--- config.mk ---
export PLATFORM = sky130hd
export DESIGN_NAME = signed_binary_to_decimal_ascii_core
export DESIGN_NICKNAME = d
export VERILOG_FILES = /design/src/rtl/core/sbda_pkg.sv /design/src/rtl/core/sbda_dabble_step.sv /design/src/rtl/core/signed_binary_to_decimal_ascii_core.sv
export SDC_FILE = /design/constraint.sdc
export NUM_CORES = 1
export LEC_CHECK = 0
export BUFFER_PORTS_ARGS = -buffer_cell sky130_fd_sc_hd__buf_2
export CORE_UTILIZATION = 50
export CTS_BUF_LIST = sky130_fd_sc_hd__clkbuf_16
export CTS_CLUSTER_SIZE = 20
export DETAILED_ROUTE_END_ITERATION = 10
export PLACE_DENSITY = 0.7
export SYNTH_ARGS = -nofsm -noshare
export SYNTH_HDL_FRONTEND = slang
export SYNTH_HIERARCHICAL = 1
export SYNTH_SLANG_ARGS = --single-unit
--- constraint.sdc ---
create_clock -name clk -period 5.7 [get_ports clk]
set_input_delay 1.71 -clock clk [delete_from_list [all_inputs] [get_ports clk]]
set_output_delay 1.71 -clock clk [all_outputs]
set_load 0.05 [all_outputs]
--- src/rtl/core/sbda_pkg.sv ---
// Package for the signed binary to decimal ASCII core.
// Holds the sequencer state type and the character constants; no dependencies.
`default_nettype none

package sbda_pkg;

  typedef enum logic [3:0] {
    ST_IDLE = 4'b0001,
    ST_CONV = 4'b0010,
    ST_SCAN = 4'b0100,
    ST_EMIT = 4'b1000
  } state_t;

  localparam logic [5:0] CHAR_ZERO  = 6'd48;
  localparam logic [5:0] CHAR_MINUS = 6'd45;

endpackage

`default_nettype wire

--- src/rtl/core/sbda_dabble_step.sv ---
// One shift-add-3 step of the binary to BCD conversion.
// Combinational; used by the top level once per clock while in the conversion state. No dependencies.
`default_nettype none

module sbda_dabble_step #(
  parameter int DIGITS = 10,
  parameter int BITS   = 32
) (
  input  wire logic [4*DIGITS-1:0] bcd_in,
  input  wire logic [BITS-1:0]     bin_in,
  output logic      [4*DIGITS-1:0] bcd_out,
  output logic      [BITS-1:0]     bin_out
);

  logic [4*DIGITS-1:0] adj;

  always_comb begin
    for (int i = 0; i < DIGITS; i++) begin
      if (bcd_in[4*i +: 4] >= 4'd5) begin
        adj[4*i +: 4] = bcd_in[4*i +: 4] + 4'd3;
      end else begin
        adj[4*i +: 4] = bcd_in[4*i +: 4];
      end
    end
  end

  assign bcd_out = {adj[4*DIGITS-2:0], bin_in[BITS-1]};
  assign bin_out = {bin_in[BITS-2:0], 1'b0};

endmodule

`default_nettype wire

--- src/rtl/core/signed_binary_to_decimal_ascii_core.sv ---
// Top level of the signed binary to decimal ASCII converter.
// Depends on sbda_pkg and sbda_dabble_step. busy is high for the whole conversion.
// Sequence: a shift-add-3 step for each value bit, then a scan that drops leading zero digits
// (at least one digit is kept), then one character per strobe, a minus sign first for a
// negative value. A new start is taken only in idle, after the last character is out.
// Reset is synchronous; it returns the sequencer to idle and drops the strobe.
`default_nettype none

module signed_binary_to_decimal_ascii_core #(
  parameter int VALUE_BITS = 32
) (
  input  wire logic                  clk,
  input  wire logic                  rst,
  input  wire logic                  start,
  output logic                       busy,
  input  wire logic [VALUE_BITS-1:0] value,
  output logic      [5:0]            char_code,
  output logic                       last,
  output logic                       strobe
);

  localparam int DIGITS = (VALUE_BITS * 30103) / 100000 + 1;
  localparam int CW     = $clog2(VALUE_BITS + 1);
  localparam int NW     = $clog2(DIGITS + 1);

  sbda_pkg::state_t state;

  logic [VALUE_BITS-1:0] bin;
  logic [4*DIGITS-1:0]   bcd;
  logic [CW-1:0]         cnt;
  logic [NW-1:0]         ndig;
  logic                  neg;

  logic [VALUE_BITS-1:0] bin_step;
  logic [4*DIGITS-1:0]   bcd_step;
  logic [3:0]            top;

  sbda_dabble_step #(
    .DIGITS(DIGITS),
    .BITS  (VALUE_BITS)
  ) u_step (
    .bcd_in (bcd),
    .bin_in (bin),
    .bcd_out(bcd_step),
    .bin_out(bin_step)
  );

  assign top  = bcd[4*DIGITS-1 -: 4];
  assign busy = (state != sbda_pkg::ST_IDLE);

  always_ff @(posedge clk) begin
    if (rst) begin
      state  <= sbda_pkg::ST_IDLE;
      strobe <= 1'b0;
    end else begin
      strobe <= 1'b0;
      case (state)
        sbda_pkg::ST_IDLE: begin
          if (start) begin
            neg   <= value[VALUE_BITS-1];
            bin   <= value[VALUE_BITS-1] ? (~value + 1'b1) : value;
            bcd   <= '0;
            cnt   <= CW'(VALUE_BITS);
            ndig  <= NW'(DIGITS);
            state <= sbda_pkg::ST_CONV;
          end
        end
        sbda_pkg::ST_CONV: begin
          bcd <= bcd_step;
          bin <= bin_step;
          cnt <= cnt - 1'b1;
          if (cnt == CW'(1)) begin
            state <= sbda_pkg::ST_SCAN;
          end
        end
        sbda_pkg::ST_SCAN: begin
          if ((top == 4'd0) && (ndig != NW'(1))) begin
            bcd  <= {bcd[4*DIGITS-5:0], 4'd0};
            ndig <= ndig - 1'b1;
          end else begin
            state <= sbda_pkg::ST_EMIT;
          end
        end
        sbda_pkg::ST_EMIT: begin
          strobe <= 1'b1;
          if (neg) begin
            char_code <= sbda_pkg::CHAR_MINUS;
            last      <= 1'b0;
            neg       <= 1'b0;
          end else begin
            char_code <= sbda_pkg::CHAR_ZERO + {2'b00, top};
            last      <= (ndig == NW'(1));
            bcd       <= {bcd[4*DIGITS-5:0], 4'd0};
            ndig      <= ndig - 1'b1;
            if (ndig == NW'(1)) begin
              state <= sbda_pkg::ST_IDLE;
            end
          end
        end
        default: begin
          state <= sbda_pkg::ST_IDLE;
        end
      endcase
    end
  end

endmodule

`default_nettype wire
After elaboration in Yosys (flattened, before gate mapping)
Index checks and enable logic that the tools add are counted.

Input bits: 35. Register bits after elaboration: 95.

Bitwise operators: 2. Reduce and logical (&&, ||, !) cells: 12. Mux-type cells: 32. Eq/ne operators: 14. Add/subtract/negate cells: 14. $lt $le $gt $ge: 10.

Operators by type and width (number): $pmux 40 s4 (1); $mux 40 (3); $mux 4 (17); $mux 32 (2); $pmux 32 s2 (1); $ge 4x3->1 const B (10); $add 4x2->4 const B (9); $add 32x1->32 const B (1); $not 32->32 (1); $pmux 4 s4 (1); $reduce_and 5->1 (3); $ne 2x2->1 const B (6); $pmux 4 s3 (1); $pmux 6 s2 (1); $eq 4x1->1 const B (2); $ne 4x1->1 const B (2); $add 5x5->6 const A (1); $eq 6x1->1 const B (1); $mux 6 (1); $reduce_and 3->1 (2); $sub 6x1->6 const B (1); $eq 4x2->1 const B (1); $eq 4x3->1 const B (1); $eq 4x4->1 const B (1); other kinds (12) (14).

Depth between registers and ports, before layout
Depth after elaboration: 5. Gate-level depth with buffers: 7. Gate-level depth less buffers: 7.

Hierarchy
The synthesis kept the hierarchy.

Modules (own cells, without submodules): signed_binary_to_decimal_ascii_core (area an instance 4743.3 um^2, instances 1, cells an instance 404); sbda_dabble_step (area an instance 1244.9 um^2, instances 1, cells an instance 190).

Worst setup path before layout
OpenSTA, ideal clock, no wires.

Kind: in2reg. Start point: in rst. End point: reg bcd[0] (enable). Library setup time: 0.451 ns. Setup slack: 1.158 ns. Cell stages on the path: 4. Arrival time: 4.091 ns. Cells stage by stage: clkbuf_1 > nor2_1 > o211ai_1 > a21oi_1.

Longest elaborated chain between the ends: 2.

RTL lines: start: declaration (RTL line signed_binary_to_decimal_ascii_core.sv:13) `input wire logic rst,`; $not 1->1 (no line); $reduce_and 5->1 (no line); end signal: assignment (RTL line signed_binary_to_decimal_ascii_core.sv:69) `bcd <= bcd_step;`; end signal: assignment (RTL line signed_binary_to_decimal_ascii_core.sv:78) `bcd <= {bcd[4*DIGITS-5:0], 4'd0};`; end signal: assignment (RTL line signed_binary_to_decimal_ascii_core.sv:93) `bcd <= {bcd[4*DIGITS-5:0], 4'd0};`; end: declaration (RTL line signed_binary_to_decimal_ascii_core.sv:29) `logic [4*DIGITS-1:0] bcd;`.

Every way passes these cells. A chain may end at the register's enable or synchronous reset.

Worst setup path after layout
Start point: reg state[0]. End point: out busy.

Longest elaborated chain between the ends: 1.

RTL lines: start: declaration (RTL line signed_binary_to_decimal_ascii_core.sv:26) `sbda_pkg::state_t state;`; start signal: assignment (RTL line signed_binary_to_decimal_ascii_core.sv:53) `state <= sbda_pkg::ST_IDLE;`; start signal: assignment (RTL line signed_binary_to_decimal_ascii_core.sv:65) `state <= sbda_pkg::ST_CONV;`; start signal: assignment (RTL line signed_binary_to_decimal_ascii_core.sv:73) `state <= sbda_pkg::ST_SCAN;`; $ne 4x1->1 (RTL line signed_binary_to_decimal_ascii_core.sv:49) `assign busy = (state != sbda_pkg::ST_IDLE);`; end: declaration (RTL line signed_binary_to_decimal_ascii_core.sv:15) `output logic busy,`.

Every way passes these cells.

==> metrics <==
Leakage=0.00243 uW; DRT antenna net count=0; DPL Wire Length=7340 um; synth top area cells=edfxtp_1, a22o_1, ha_1; Critical Path AT=1.80 ns; Final Setup Violations=0; GRT Resource Usage Total=18.4%; top-area cell type share of the netlist area=44.6%; min-delay worst type=reg -> reg; peak supply drop=0.000153 V; count of input and output buffers=42; RePlAce Congestion=0.816; vias per cell=5.55; Achievable Freq=285 MHz; maxcap violations=0; row count=39; status=finished, violations left; Hold Path Stages=2; YS warnings=6; postcts setup bufs=0; die height=111 um; initial core utilization=51.8%; Worst Path Required=3.99 ns; diode count=0; Overflow after GRT=0; area leader, netlist=edfxtp_1; total number of H-tree levels=3; RSZ-0062 raised after global routing=no; critical path launch point=state[0]; r2r setup slk=3.17 ns; Worst-path clk slew=0.07 ns; asr flop ratio synth=0%; CTS Root Cell=clkbuf_16; DRC viols=4; type of the worst setup path=reg -> out; die area=12,400 um2; Syn Area/Cell=10.1 um2; first-pass GRT wire length=18,200 um; final wirelength=10,900 um; fin crit share=61.5%; Vias=4,127; Post-Syn Nets=654; layout cells sized above 1=15.0%; maximum root-to-sink buffer count=2; Post-CTS Resized=0; DR pass1 iterations=8; pin count of the biggest net entering global routing=89; io pins=44; Setup crit end=busy; Final nets=655; endpoints failing hold=0; fin crit period=3.51 ns; Mapped Area=5990 um2; Fill cells=968; Power per Cell Area=309 nW/um2; Reg2Reg Launch Point=state[0]; Yosys reg bits=94; CP Max Fanout=4; setup TNS=0 ns; clock skew=0.0100 ns; initial antenna violation count=0; synth unique cells=60; Finished Core Util=55.8%; average wire per standard cell=14.7 um; core area=11,600 um2; Slew @ Worst Pin=0.865 ns; Die X-Extent=111 um; Sink Count=94; Initial DRC Count=300; failing checks=DRC; Register-to-Register Path Depth=3; Post-synth EDFFs=89; Final Max Slew Viols=0; reg2reg end=bin[0]; CTS tree=yes; Slew HR=42.3%; P&R area growth vs syn=7.75%; CP Launch Type=register; Skew-Pair Late Insertion Delay=0.36 ns; ys flop type=edfxtp_1; Post-CTS Hold Buffers=0; Crit. End Element=primary output; Gate Count Post-Synth=594; sequential area share after synthesis=46.3%; vias in the first global route=3,983; Num CTS Buffers=9
## synth_stat cells (3+ instances only)
| master | n |
|---|---|
| nor2_1 | 49 |
| or2_2 | 4 |
| buf_4 | 34 |
| o41ai_1 | 5 |
| and2_1 | 6 |
| nand2b_1 | 21 |
| dfxtp_1 | 5 |
| o31ai_1 | 8 |
| nand3_1 | 4 |
| a22o_1 | 36 |
| nor3_1 | 9 |
| edfxtp_1 | 89 |
| nand2_1 | 75 |
| inv_1 | 28 |
| xnor2_1 | 15 |
| buf_6 | 3 |
| a21oi_2 | 10 |
| or4_1 | 3 |
| o21ai_1 | 11 |
| o21ai_0 | 38 |
| nand3b_1 | 3 |
| nor4_1 | 4 |
| a31oi_1 | 3 |
| ha_1 | 25 |
| a21oi_1 | 14 |
| xor2_1 | 25 |
| clkbuf_1 | 14 |
| mux2i_1 | 11 |
## logic make-up (layout without fill, tap and decap cells)
kind of cell	Yosys count	after routing	synth area share, %
mux	12	12	2.03
simple gates	199	199	16.4
xor+xnor	40	40	5.85
other cells	2	2	0.125
compound gates	137	137	16.0
flops	94	94	46.3
fa+ha+maj	25	25	5.22
buf+inv	85	91	8.04
## layout by cell type (no fill, tap or decap), types with 5 or more instances in the layout
cell type  netlist  layout
edfxtp_1        89      89
nand2_1         75      75
nor2_1          49      49
buf_2            2      42
o21ai_0         38      38
a22o_1          36      36
inv_1           28      29
xor2_1          25      25
ha_1            25      25
nand2b_1        21      21
xnor2_1         15      15
a21oi_1         14      12
o21ai_1         11      11
mux2i_1         11      11
a21oi_2         10      10
nor3_1           9       9
clkbuf_16        0       9
o31ai_1          8       8
and2_1           6       6
o41ai_1          5       5
bufinv_16        0       5
dfxtp_1          5       5
## registers in the layout (all words and copies together) (netlist names)
register / cells
bcd: 40
bin: 32
cnt: 6
char_code: 5
ndig: 4
state: 4
last: 1
neg: 1
strobe: 1
## metrics by stage
step,total power [uW],hold WS (ns),std cells,cell area (um2),worst slack [ns]
final,2000,0.520,743,6450,2.19
after global routing,2080,0.534,743,6450,2.10
after CTS,2010,0.522,743,6450,2.18
after detailed placement,1230,0.514,727,6070,2.01
after global placement,1220,0.504,727,6070,2.06
after floorplan,1170,0.553,594,5990,1.16
## layout make-up
cell class / instances / area, um2 / share of cell area, %
clock buffer: 9 / 225 / 3.49
clock inverter: 7 / 161 / 2.50
inverter: 29 / 109 / 1.69
multi-input combinational: 415 / 2770 / 42.9
sequential: 94 / 2770 / 43.0
tap: 143 / 179 / 2.77
timing repair buffer: 46 / 240 / 3.72
## worst min-delay path by stage
stage	from	endpoint	slack (ns)
after floorplan	ndig[3]	ndig[3]	0.55
after global placement	bin[22]	bin[23]	0.50
after detailed placement	bin[22]	bin[23]	0.51
after CTS	bin[12]	bin[13]	0.52
after global routing	bin[12]	bin[13]	0.53
final	bin[12]	bin[13]	0.52
## critical path: stages (launching register included)
cell	delay [ns]
dfxtp_1	0.41
nor4b_1	0.56
inv_1	0.21
buf_2	0.27
## layer usage
| layer | global-route usage (%) | vias up | routed length, um |
|---|---|---|---|
| met3 | 4.35 | 11 | 446 |
| met5 | 0 | - | 0 |
| met2 | 31.1 | 72 | 5280 |
| li1 | - | 2096 | - |
| met1 | 22.9 | 1948 | 5030 |
| met4 | 7.12 | 0 | 159 |
## power breakdown
group          switching, uW  total, uW  internal (uW)  leakage [uW]
logic                    196        324            128       0.00137
registers               51.9        896            844      0.000871
clock network            262        777            516      0.000187
total                    509       2000           1490       0.00243
(Power assumes the default switching activity.)
